==> src/rtl/iti_pkg.sv <==
// ----------------------------------------------------------------------------
// iti_pkg: shared types and constants of the inverse table interpolator
// Holds table geometry, command and status codes, and the back-end states.
// ----------------------------------------------------------------------------
package iti_pkg;

  localparam int TABLE_DEPTH = 64;
  localparam int IDX_W       = $clog2(TABLE_DEPTH);
  localparam int CNT_W       = IDX_W + 1;
  localparam int DATA_W      = 32;
  localparam int MAG_W       = DATA_W + 1;
  localparam int BIT_W       = $clog2(MAG_W);

  localparam logic OP_WRITE = 1'b0;
  localparam logic OP_QUERY = 1'b1;

  typedef enum logic [1:0] {
    ST_INTERP   = 2'd0,
    ST_CLAMP    = 2'd1,
    ST_NOTFOUND = 2'd2,
    ST_WRITE    = 2'd3
  } status_e;

  typedef enum logic [1:0] {
    CMD_WRITE,
    CMD_FINAL,
    CMD_QUERY
  } cmd_kind_e;

  typedef struct packed {
    cmd_kind_e          kind;
    logic [IDX_W-1:0]   idx;
    logic [DATA_W-1:0]  x;
    logic [DATA_W-1:0]  y;
  } cmd_t;

  typedef struct packed {
    logic valid;
    logic pop;
  } cmd_hs_t;

  typedef enum logic [2:0] {
    S_IDLE,
    S_RD,
    S_CMP,
    S_PREP,
    S_ACC,
    S_RED,
    S_FIN,
    S_EMIT
  } back_state_e;

endpackage

==> src/rtl/iti_front.sv <==
// ----------------------------------------------------------------------------
// iti_front: input side of the interpolator
// Accepts transactions, classifies them and queues them for the back end.
// ----------------------------------------------------------------------------
module iti_front (
  input  logic                          clk_i,
  input  logic                          rst_ni,
  input  logic                          push,
  output logic                          full,
  input  logic                          op_i,
  input  logic [iti_pkg::IDX_W-1:0]     entry_index_i,
  input  logic [iti_pkg::DATA_W-1:0]    point_x_i,
  input  logic [iti_pkg::DATA_W-1:0]    point_y_i,
  input  logic                          is_final_i,
  output iti_pkg::cmd_t                 cmd_o,
  output logic                          cmd_valid_o,
  input  logic                          cmd_pop_i
);
  import iti_pkg::*;

  cmd_t       fifo_q [2];
  logic       wr_ptr_q, rd_ptr_q;
  logic [1:0] cnt_q;
  logic       do_push, do_pop;
  cmd_t       cls;

  // Classify the incoming transaction
  always_comb begin
    cls.idx = entry_index_i;
    cls.x   = point_x_i;
    cls.y   = point_y_i;
    if (op_i == OP_WRITE) begin
      cls.kind = CMD_WRITE;
    end else if (is_final_i) begin
      cls.kind = CMD_FINAL;
    end else begin
      cls.kind = CMD_QUERY;
    end
  end

  assign full        = (cnt_q == 2'd2);
  assign do_push     = push && !full;
  assign do_pop      = cmd_pop_i && (cnt_q != 2'd0);
  assign cmd_valid_o = (cnt_q != 2'd0);
  assign cmd_o       = fifo_q[rd_ptr_q];

  // Store queued commands
  always_ff @(posedge clk_i) begin
    if (do_push) begin
      fifo_q[wr_ptr_q] <= cls;
    end
  end

  // Advance pointers and count
  always_ff @(posedge clk_i or negedge rst_ni) begin
    if (!rst_ni) begin
      wr_ptr_q <= 1'b0;
      rd_ptr_q <= 1'b0;
      cnt_q    <= 2'd0;
    end else begin
      if (do_push) wr_ptr_q <= !wr_ptr_q;
      if (do_pop)  rd_ptr_q <= !rd_ptr_q;
      cnt_q <= cnt_q + {1'b0, do_push} - {1'b0, do_pop};
    end
  end

endmodule

==> config.mk <==
export PLATFORM = sky130hd
export DESIGN_NAME = iti_front
export DESIGN_NICKNAME = d
export VERILOG_FILES = /design/src/rtl/iti_pkg.sv /design/src/rtl/iti_front.sv
export SDC_FILE = /design/constraint.sdc
export NUM_CORES = 1
export LEC_CHECK = 0
export BUFFER_PORTS_ARGS = -buffer_cell sky130_fd_sc_hd__buf_2
export CORE_MARGIN = 2
export CORE_UTILIZATION = 50
export DETAILED_ROUTE_END_ITERATION = 12
export GPL_TIMING_DRIVEN = 0
export HOLD_SLACK_MARGIN = 0.03
export PLACE_DENSITY = 0.8
export SYNTH_ARGS = -nofsm -noshare
export SYNTH_HDL_FRONTEND = slang
export SYNTH_SLANG_ARGS = --single-unit
==> constraint.sdc <==
create_clock -name clk_i -period 5.5 [get_ports clk_i]
set_clock_uncertainty 0.2 [all_clocks]
set_input_delay 0.55 -clock clk_i [delete_from_list [all_inputs] [get_ports clk_i]]
set_output_delay 0.55 -clock clk_i [all_outputs]
set_load 0.05 [all_outputs]
# After elaboration in Yosys (flattened, before gate mapping)
# Memories as Yosys holds them, arrays and structs flattened.
# Cells that the tools add are included.
[op_classes]
addsub = 2
eq_ne = 1
mux = 4
reduce_logical = 6
[op_table]
columns = ["op", "n"]
rows = [
  ["2-to-1 mux 2 bit", 2],
  ["logical NOT 1 bit", 3],
  ["adder 2 x 1 -> 2 bit", 1],
  ["equality test 2 bit, second input constant", 1],
  ["logical AND 1 bit", 2],
  ["2-to-1 mux 1 bit", 2],
  ["nonzero test 2 bit", 1],
  ["subtractor 2 x 1 -> 2 bit", 1],
]
[word_totals]
regBits = 4
mem_bits_rw = 144
in_bits = 76
output_inout_bits = 74
word_cells = 17
n_memories = 1
[mem_list]
columns = ["name", "words", "width", "read_ports", "rd_clocked_by_memory_dff", "write_ports", "line", "source"]
rows = [
  ["fifo_q", 2, 72, 1, 0, 1, "iti_front.sv:21", "cmd_t fifo_q [2];"],
]

# Depth between registers and ports, before layout
# Gate-level depths: netlist (run 1).
[logic_depth]
word_depth = 5
ltp_mapped = 7
mapped_depth_nobuf = 7

# Least setup slack after synthesis (run 1)
# No wires, ideal clock.
[synth_path]
path_type = "input to register"
start = "input port push"
end = "memory fifo_q[0][0] in the netlist's numbering (enable)"
arrival_ps = 3650
path_slack_ps = 1147
cell_stages = 2
n_path_buf = 0
path_cell_list = "nand2_1 nor2_1"
[synth_between]
elab_chain_len = 3
[synth_lines]
columns = ["element", "line", "source"]
rows = [
  ["start: declaration", "iti_front.sv:8", "input logic push,"],
  ["logical AND 1 bit", "iti_front.sv:42", "assign do_push = push && !full;"],
  ["2-to-1 mux 1 bit", "iti_front.sv:49", "if (do_push) begin"],
  ["2-to-1 mux 1 bit (not written as such)", "iti_front.sv:50", "fifo_q[wr_ptr_q] <= cls;"],
  ["end: declaration", "iti_front.sv:21", ""],
]
# No other way between the ends.

==> results.md, run 1 <==
- Status: finished, final reports clean
- All-Layer GR Usage: 0.149
- Pwr per Cell Area: 657 nW/um^2
- Synthesized instance count: 244
- CTS Sinks: 148
- Top cell type's share of synthesized area: 0.751
- Non-filler cells, final: 571
- Most frequent cell after synthesis: edfxtp_1
- Final ANT Viol Nets: 0
- Final instance area: 7350 sq um
- Comb power frac: 0.438
- Initial antenna violation count: 0
- Biggest area consumer among synthesized cells: edfxtp_1
- Max Cap Viol: 0
- WL per Instance: 15.7 microns
- Dpl cell area: 6770 sq um
- Final hold violations: 0
- Top layer in use: met4
- CP endpoint kind: output pin
- Crit share post-route: 0.439
- Least-Margin Pin Slew: 0.670 ns
- Final Setup Violations: 0
- Register area share after synthesis: 0.768
- Reg power frac: 0.333
- Async SR Flop Fraction: 0.0270
- Via Count: 2,759
- Io pins: 150
- Die H: 111 microns
- Top cells by area, synth: edfxtp_1, mux2_4, buf_12
- Cell count after placement: 539
- CP max FO: 10
- DRT Wirelength: 8940 microns
- Post-synth top cells: edfxtp_1, mux2_4, buf_12, dfrtp_1
- Synth Cell Area: 5760 sq um
- CP arrival: 1.66 ns
- First-pass GRT wire length: 14,100 microns
- Unrepaired setup endpoints after global routing: false
- CTS root buffer: clkbuf_16
- Post-CTS Setup Repair Bufs: 0
- Clk network pwr share: 0.229
- Most used DFF post-synth: edfxtp_1
- DRT Pass-1 Iters: 5
- Leakage: 2.99 nW
- DP HPWL: 6030 microns
- PortBufs: 149
- Critical path class: flop to output pin
- Sequential cell area: 4420 sq um
- CTS tree: built
- #FFs+latches synth: 148
- Htree depth: 4
- YS warnings: 0
- Post-synth EDFFs: 144
- Final Max Tran Viols: 0
- Worst-Skew Late Latency: 0.40 ns
- Number of CTS-inserted buffers: 17
- GPL Wtd Cong: 0.716
- Die footprint: 12,400 sq um
- Wl on met1: 3580 microns
- Met2 wire length: 4600 microns
- Post-Syn Area per Cell: 23.6 sq um
- Area Growth Syn to Fin: 27.5%
- Multi-input logic area: 1190 sq um
- Max-slew headroom: 0.553
- Final #Nets: 494
- Switching power: 1.84 mW
- Worst Setup Start Kind: flop
- Sw frac: 0.382
- Int Pwr: 2.98 mW
- Vias in the first global route: 2,883
- First DRT Iteration DRCs: 102
- WP data required: 4.75 ns
- Residual DRC: 0
- Largest net degree at the start of global routing: 58
- ANT cells: 0
- Worst Hold Slack: 0.130 ns
- HP Class: primary input to flop
- F_max: 0.414 GHz
- Via density: 4.83
- Met3 WL: 574 microns
- Fillers: 783
- Clock transition at path regs: 0.06 ns
- Syn nets: 322
- Core Region: 11,300 sq um
- Chip width: 111 microns
- VDD IR-drop max: 0.366 mV
- Bufs on Longest Clock Path: 2
- Fin crit period: 2.41 ns
- Synth cell types: 18
- Num rows: 39
- Global route overflow: 0
- Final Core Density: 0.649
- Layout cells sized above 1: 0.607
- Initial Util: 0.509
==> state kept, by name, indices dropped and copies added (netlist names) <==
| name | count |
|---|---|
| fifo_q | 144 |
| cnt_q | 2 |
| rd_ptr_q | 1 |
| wr_ptr_q | 1 |
==> area by class of cell <==
class	instances	share of cell area
Buffer	8	0.0206
Clock buffer	19	0.0589
Clock inverter	12	0.0189
Inverter	2	0.00102
Multi-Input combinational cell	86	0.162
Sequential cell	148	0.602
Tap cell	143	0.0244
Timing Repair Buffer	153	0.112
==> repair_timing <==
| item | 4_1_cts | 5_1_grt |
|---|---|---|
| endpoints found under the setup margin | 0 | 0 |
| hold buffers | 1 | 0 |
| resized for setup | 0 | 0 |
| endpoints found under the hold margin | 4 | 0 |
==> per-layer routing <==
metal,vias to the layer above,GRT usage
met5,-,0
met4,0,0.0749
met3,14,0.0561
met2,104,0.250
met1,1328,0.169
li1,1313,-
==> kinds of logic after synthesis <==
family,after synthesis,share of synthesized area
muxes,72,0.186
DFF,148,0.768
adders and majority gates,2,0.00434
buffers and inverters,10,0.0276
xor gates and xnor gates,4,0.00608
and+or+nand+nor,8,0.00826
==> stage by stage <==
stage          setup slack (ns)  TNS [ns]  total power [mW]
6_report                   3.09         0              4.82
5_1_grt                    3.01         0              5.02
4_1_cts                    3.04         0              4.88
3_5_place_dp               3.11         0              3.77
3_3_place_gp             -0.519    -37.07              3.73
2_1_floorplan              1.15         0              3.37
==> critical path, cell delays in order (launching register included) <==
cell,delay (ns)
dfrtp_1,0.34
buf_6,0.22
buf_12,0.18
mux2_4,0.30
buf_2,0.21
==> power by group through the flow <==
stage | sequential [mW] | combinational (mW) | clock, mW
after global placement | 1.66 | 2.07 | 0
final | 1.61 | 2.11 | 1.11
after detailed placement | 1.63 | 2.14 | 0
after floorplan | 1.64 | 1.74 | 0
after CTS | 1.61 | 2.14 | 1.13
after global routing | 1.63 | 2.21 | 1.18
==> placed cells by master, fill, tap and decap left out, types with 2 or more instances in the layout <==
cell type,count
clkbuf_16,17
dfrtp_1,4
xnor2_1,3
clkinvlp_4,2
buf_12,9
clkinv_2,2
ha_1,2
mux2_4,69
clkinv_1,4
inv_1,2
clkbuf_1,2
edfxtp_1,144
mux2_2,3
buf_2,149
bufinv_16,3
==> final timing paths <==
check / slack [ns] / endpoint / from / cells past startpoint
max in group asynchronous: 4.69 / cnt_q[1] / rst_ni / 2
max: 3.09 / cmd_o[51] / rd_ptr_q / 4
max reg2reg: 3.26 / fifo_q[0][50] / cnt_q[0] / 5
min in group asynchronous: 0.29 / cnt_q[0] / rst_ni / 2
min reg2reg: 0.31 / cnt_q[1] / cnt_q[1] / 1
min: 0.13 / fifo_q[1][69] / entry_index_i[5] / 1
(Power assumes the default switching activity.)
==> inputs of run 2 (changes only) <==
--- a/config.mk
+++ b/config.mk
@@ -7,11 +7,11 @@
 export LEC_CHECK = 0
 export BUFFER_PORTS_ARGS = -buffer_cell sky130_fd_sc_hd__buf_2
 export CORE_MARGIN = 2
-export CORE_UTILIZATION = 50
+export CORE_UTILIZATION = 47
 export DETAILED_ROUTE_END_ITERATION = 12
 export GPL_TIMING_DRIVEN = 0
 export HOLD_SLACK_MARGIN = 0.03
-export PLACE_DENSITY = 0.8
+export PLACE_DENSITY = 0.79
 export SYNTH_ARGS = -nofsm -noshare
 export SYNTH_HDL_FRONTEND = slang
 export SYNTH_SLANG_ARGS = --single-unit
==> constraint.sdc (replaced) <==
create_clock -name clk_i -period 2.1 [get_ports clk_i]
set_clock_uncertainty 0.2 [all_clocks]
set_input_delay 0.21 -clock clk_i [delete_from_list [all_inputs] [get_ports clk_i]]
set_output_delay 0.21 -clock clk_i [all_outputs]
set_load 0.05 [all_outputs]
==> run 2 against run 1 <==
  * Clock power rose to 2.8 times the previous value
  * Worst setup slack got worse by 3.0 ns
  * Routed wire length up 23%
  * Sequential power grew to 2.6 times the previous value
  * Global-route usage increased by 1.6 points
  * Clock-buffer cell count rose by 4
  * Largest cell class unchanged
==> results.md, run 2 (synthesized netlist as in run 1, its figures left out) <==
- Crit path from: rd_ptr_q (unchanged)
- Critical R2R Launch: cnt_q[1] (was cnt_q[0])
- Pwr per Cell Area: 1620 nW/um^2 (was 657 nW/um^2)
- First DRT Iteration DRCs: 225 (was 102)
- Number of CTS-inserted buffers: 17 (unchanged)
- WP data required: 1.69 ns (was 4.75 ns)
- Max Cap Viol: 0 (unchanged)
- CTS Sinks: 148 (unchanged)
- Max stage delay on crit path: 0.43 ns (was 0.34 ns)
- Initial antenna violation count: 0 (unchanged)
- Bufs on Longest Clock Path: 2 (unchanged)
- Ordered list of cells on the worst path: buf_12 > buf_12 > mux2_4 > buf_4 (was buf_6 > buf_12 > mux2_4 > buf_2)
- Most common cell after layout, fill and taps aside: edfxtp_1 (was buf_2)
- GPL Wtd Cong: 0.704 (was 0.716)
- Final hold violations: 0 (unchanged)
- Worst Path Buf+Inv: 3 (unchanged)
- Leakage: 3.45 nW (was 2.99 nW)
- All-Layer GR Usage: 0.166 (was 0.149)
- Crit share post-route: 0.982
- VDD IR-drop max: 1.09 mV (was 0.366 mV)
- CP max FO: 10 (unchanged)
- Worst-Skew Late Latency: 0.41 ns (was 0.40 ns)
- Htree depth: 4 (unchanged)
- Die H: 115 microns (was 111 microns)
- PortBufs: 149 (unchanged)
- Final ANT Viol Nets: 0 (unchanged)
- Dpl cell area: 6770 sq um (about the same)
- Num rows: 40 (was 39)
- Fin crit period: 2.06 ns
- CP endpoint kind: output pin (unchanged)
- Via Count: 3,147 (was 2,759)
- CP endpoint: cmd_o[57] (was cmd_o[51])
- Min-delay src: point_y_i[10] (was entry_index_i[5])
- Cell count after placement: 543 (was 539)
- Post-Route Setup TNS: 0 ns (unchanged)
- Residual DRC: 0 (unchanged)
- Global route overflow: 0 (unchanged)
- Worst path most repeated cell: buf_12
- Critical path's top delay family: buffers and inverters (unchanged)
- First-pass GRT wire length: 16,000 microns (was 14,100 microns)
- Worst Setup Start Kind: flop (unchanged)
- WL per Instance: 16.8 microns (was 15.7 microns)
- Clock transition at path regs: 0.06 ns (about the same)
- Chip width: 115 microns (was 111 microns)
- Slowest CP cell: dfrtp_2 (was dfrtp_1)
- CTS root buffer: clkbuf_16 (unchanged)
- Layout cells sized above 1: 0.530 (was 0.607)
- CTS tree: built (unchanged)
- Core Region: 12,000 sq um (was 11,300 sq um)
- Largest net degree at the start of global routing: 43 (was 58)
- Largest register FFs: 144 (unchanged)
- Area Growth Syn to Fin: 47.6% (was 27.5%)
- Max-slew headroom: 0.467 (was 0.553)
- Top reg by flops: fifo_q (unchanged)
- Die footprint: 13,200 sq um (was 12,400 sq um)
- Worst path depth: 4 (unchanged)
- DRT Wirelength: 11,000 microns (was 8940 microns)
- Final Setup Violations: 0 (unchanged)
- Worst Reg-to-Reg Cells: 7 (was 5)
- CP arrival: 1.65 ns (was 1.66 ns)
- Status: finished, final reports clean (unchanged)
- Least-Margin Pin Slew: 0.798 ns (was 0.670 ns)
- ANT cells: 0 (unchanged)
- DRT Pass-1 Iters: 4 (was 5)
- Biggest registers after layout: fifo_q: 144 flops, cnt_q: 2 flops (unchanged)
- Final Core Density: 0.708 (was 0.649)
- Vias in the first global route: 3,388 (was 2,883)
- R2R Path End: cnt_q[1] (was fifo_q[0][50])
- Non-filler cells, final: 655 (was 571)
- F_max: 0.485 GHz
- Final Max Tran Viols: 0 (unchanged)
- Critical path class: flop to output pin (unchanged)
- Most frequent cells in the layout: edfxtp_1, buf_2, dlygate4sd3_1 (was buf_2, edfxtp_1, mux2_4)
- Initial Util: 0.480 (was 0.509)
- HP Class: primary input to flop (unchanged)
- Reg2reg setup slack: 0.10 ns (was 3.26 ns)
- Fillers: 722 (was 783)
- DP HPWL: 6440 microns (was 6030 microns)
- Via density: 4.80 (was 4.83)
- Final instance area: 8500 sq um (was 7350 sq um)
- Io pins: 150 (unchanged)
- Final #Nets: 573 (was 494)
==> run 2: changes by cell type in the layout (fill, tap and decap cells not counted), sizes merged <==
cell | previous run | this run
clkinvlp | 2 | 3
clkbuf | 19 | 24
bufinv | 3 | 4
clkinv | 7 | 2
dlygate4sd3 | 1 | 77
buf | 160 | 161
nor2 | 1 | 2
==> run 2: cell type report <==
class	count	area (sq um)	share of cell area
multi-input combinational	87	1200	0.141
timing repair buffer	231	1900	0.223
clock buffer	23	478	0.0562
tap	147	184	0.0216
clock inverter	9	153	0.0179
buffer	8	160	0.0188
sequential	148	4430	0.520
inverter	2	7.51	0.000883
==> run 2: power by group <==
group          switching [mW]  internal [mW]  total, mW
registers               0.201           4.05       4.25
logic                    3.78           2.61       6.38
clock network            1.07           2.08       3.15
==> run 2: how the worst min path moves through the flow <==
stage	to	slack, ns	depth (start not counted)
2_1_floorplan	cnt_q[0]	-0.29	0
3_3_place_gp	cnt_q[0]	-0.18	1
3_5_place_dp	cnt_q[1]	-0.18	1
4_1_cts	fifo_q[1][44]	0.30	2
5_1_grt	fifo_q[1][52]	0.31	2
6_report	fifo_q[1][10]	0.32	2
==> run 2: layer usage <==
layer	routed length (microns)	up-vias	global-route usage
li1	-	1469	-
met5	0	-	0
met4	217	0	0.0819
met2	5980	102	0.297
met3	549	21	0.0566
met1	4230	1555	0.173
==> run 2: what timing repair did <==
| item | in CTS | in global routing |
|---|---|---|
| gates resized for setup | 2 | 168 |
| gates cloned | 1 | 1 |
| pin swaps | 1 | 0 |
| hold buffers | 77 | 0 |
| setup endpoints to repair | 115 | 69 |
| setup buffers | 0 | 1 |
| hold endpoints to repair | 150 | 0 |
==> run 2: worst register-to-register path, cell delays in order (launching register included) <==
cell and delay [ns]:
dfrtp_1 0.41, or2_1 0.27, and2_4 0.18, ha_1 0.28, inv_1 0.04, ha_1 0.18
xnor2_1 0.17, xnor2_1 0.17
==> run 2: stage by stage <==
stage | hold slack (ns) | setup WS (ns) | total power, mW
after floorplan | -0.286 | -0.187 | 8.81
after CTS | 0.301 | 0.00113 | 13.2
after global placement | -0.183 | -0.759 | 9.72
after detailed placement | -0.178 | -0.151 | 9.90
final | 0.320 | 0.0387 | 13.8
after global routing | 0.315 | -0.00834 | 14.3
==> inputs of run 3 (changes only) <==
--- a/config.mk
+++ b/config.mk
@@ -9,7 +9,7 @@
 export CORE_MARGIN = 2
 export CORE_UTILIZATION = 47
 export DETAILED_ROUTE_END_ITERATION = 12
-export GPL_TIMING_DRIVEN = 0
+export GPL_TIMING_DRIVEN = 1
 export HOLD_SLACK_MARGIN = 0.03
 export PLACE_DENSITY = 0.79
 export SYNTH_ARGS = -nofsm -noshare
==> run 3 against run 2 <==
  * The run now ends with negative setup slack left
  * Utilization down 2.0 points
  * Die area stayed put
  * Critical path depth down 1
  * Total power down 5.1%
  * Worst setup slack lost 0.060 ns
  * Largest cell class unchanged
  * Highest routed layer unchanged
==> results.md, run 3 (synthesized netlist as in run 1, its figures left out) <==
- Initial Util: 0.480 (unchanged)
- Num rows: 40 (unchanged)
- WP data required: 1.69 ns (about the same)
- Max stage delay on crit path: 0.49 ns (was 0.43 ns)
- Post-CTS Setup Repair Bufs: 0 (unchanged)
- Critical path class: flop to output pin (unchanged)
- Cell count after placement: 538 (was 543)
- Final ANT Viol Nets: 0 (unchanged)
- Vias in the first global route: 3,241 (was 3,388)
- DRT Pass-1 Iters: 4 (unchanged)
- Critical path's top delay family: flip-flops (was buffers and inverters)
- Worst Path Buf+Inv: 2 (was 3)
- Biggest registers after layout: fifo_q: 144 flops, cnt_q: 2 flops (unchanged)
- Layout cells sized above 1: 0.525 (was 0.530)
- Pwr per Cell Area: 1580 nW/um^2 (was 1620 nW/um^2)
- ANT cells: 0 (unchanged)
- Fillers: 753 (was 722)
- Top reg by flops: fifo_q (unchanged)
- Leakage: 3.36 nW (was 3.45 nW)
- Die H: 115 microns (unchanged)
- Final Max Tran Viols: 0 (unchanged)
- DRT Wirelength: 10,900 microns (was 11,000 microns)
- Slowest CP cell: dfrtp_4 (was dfrtp_2)
- PortBufs: 149 (unchanged)
- HP Class: primary input to flop (unchanged)
- Non-filler cells, final: 648 (was 655)
- CP max FO: 28 (was 10)
- Bufs on Longest Clock Path: 2 (unchanged)
- Failing checks: negative setup slack
- CP arrival: 1.71 ns (was 1.65 ns)
- Worst Setup Start Kind: flop (unchanged)
- Sequential cell area: 4430 sq um (about the same)
- CTS Sinks: 148 (unchanged)
- Least-Margin Pin Slew: 0.342 ns (was 0.798 ns)
- Ordered list of cells on the worst path: buf_12 > mux2_4 > buf_2 (was buf_12 > buf_12 > mux2_4 > buf_4)
- Clock transition at path regs: 0.06 ns (about the same)
- CTS root buffer: clkbuf_16 (unchanged)
- Final Setup Violations: 21 (was 0)
- VDD IR-drop max: 0.885 mV (was 1.09 mV)
- Global route overflow: 0 (unchanged)
- Io pins: 150 (unchanged)
- Die footprint: 13,200 sq um (unchanged)
- Residual DRC: 0 (unchanged)
- Area Growth Syn to Fin: 43.5% (was 47.6%)
- Largest register FFs: 144 (unchanged)
- Most frequent cells in the layout: edfxtp_1, buf_2, dlygate4sd3_1 (unchanged)
- First-pass GRT wire length: 16,000 microns (about the same)
- Multi-input logic area: 1200 sq um (about the same)
- Htree depth: 4 (unchanged)
- Initial antenna violation count: 0 (unchanged)
- DP HPWL: 6080 microns (was 6440 microns)
- F_max: 0.471 GHz (was 0.485 GHz)
- Status: finished, violations left (was finished, final reports clean)
- Worst-Skew Late Latency: 0.41 ns (about the same)
- Fin crit period: 2.12 ns (was 2.06 ns)
- Max-slew headroom: 0.772 (was 0.467)
- Max Cap Viol: 0 (unchanged)
- Final Core Density: 0.688 (was 0.708)
- Via Count: 3,089 (was 3,147)
- Most common cell after layout, fill and taps aside: edfxtp_1 (unchanged)
- Core Region: 12,000 sq um (unchanged)
- Crit share post-route: 1.01 (was 0.982)
- CP endpoint kind: output pin (unchanged)
- Fin worst setup slack: -0.0211 ns (was 0.0387 ns)
- First DRT Iteration DRCs: 135 (was 225)
- Final instance area: 8270 sq um (was 8500 sq um)
- Final #Nets: 566 (was 573)
- Dpl cell area: 6650 sq um (was 6770 sq um)
- Number of CTS-inserted buffers: 17 (unchanged)
- Via density: 4.77 (was 4.80)
- Unrepaired setup endpoints after global routing: true
- WL per Instance: 16.8 microns (about the same)
- Final hold violations: 0 (unchanged)
- CTS tree: built (unchanged)
- All-Layer GR Usage: 0.165 (was 0.166)
- Chip width: 115 microns (unchanged)
- Largest net degree at the start of global routing: 53 (was 43)
- GPL Wtd Cong: 0.680 (was 0.704)
==> run 3: cell count changes in the layout (fill, tap and decap cells not counted), moves of 3 or more <==
cell and delta:
buf_6 +9, buf_4 -39, clkbuf_8 -3, buf_2 +31
clkinv_2 +4, buf_12 -7
==> run 3: layer usage <==
| metal | global-route usage | wire [microns] | up-vias |
|---|---|---|---|
| met3 | 0.0529 | 662 | 11 |
| li1 | - | - | 1450 |
| met2 | 0.296 | 5810 | 113 |
| met1 | 0.182 | 4250 | 1515 |
| met4 | 0.0675 | 149 | 0 |
| met5 | 0 | 0 | - |
==> run 3: area by class of cell <==
class / instances / area share
multi-input combinational: 86 / 0.145
timing repair buffer: 233 / 0.228
tap: 147 / 0.0222
clock buffer: 18 / 0.0519
sequential: 148 / 0.536
clock inverter: 14 / 0.0163
inverter: 2 / 0.000908
==> run 3: worst reg2reg max path: stages (launching register included) <==
cell	delay (ns)
dfrtp_1	0.40
or2_1	0.25
and2_4	0.17
ha_1	0.26
inv_1	0.04
ha_1	0.18
xnor2_1	0.16
xnor2_1	0.15
==> run 3: final timing paths <==
path	depth (start not counted)	to	slack, ns	startpoint
worst max-delay path	3	cmd_o[58]	-0.02	rd_ptr_q
worst min-delay path	2	fifo_q[0][1]	0.32	point_y_i[1]
worst max register to register	7	cnt_q[1]	0.21	cnt_q[1]
worst min register to register	1	cnt_q[1]	0.32	cnt_q[1]
max in group asynchronous	3	rd_ptr_q	0.97	rst_ni
min in group asynchronous	3	cnt_q[0]	0.51	rst_ni
==> run 3: timing repair <==
action | CTS | global route
endpoints found under the hold margin | 150 | 0
pin swaps | 0 | 0
gates cloned | 1 | 0
gates resized for setup | 41 | 40
hold buffers | 77 | 0
setup endpoints to repair | 44 | 72
==> run 3: through the flow <==
step           power [mW]  hold WS (ns)  setup WS [ns]  setup TNS, ns
6_report             13.1         0.321        -0.0211         -0.156
5_1_grt              13.6         0.315        -0.0703          -1.83
4_1_cts              12.9         0.304        -0.0374         -0.725
3_5_place_dp         9.62        -0.173          0.219              0
3_3_place_gp         9.54        -0.180          0.274              0
2_1_floorplan        8.81        -0.286         -0.187         -13.46
==> run 3: power by group <==
group / leakage [nW] / internal [mW] / switching [mW]
sequential: 1.38 / 4.05 / 0.214
combinational: 1.70 / 2.28 / 3.69
clock: 0.277 / 1.74 / 1.11
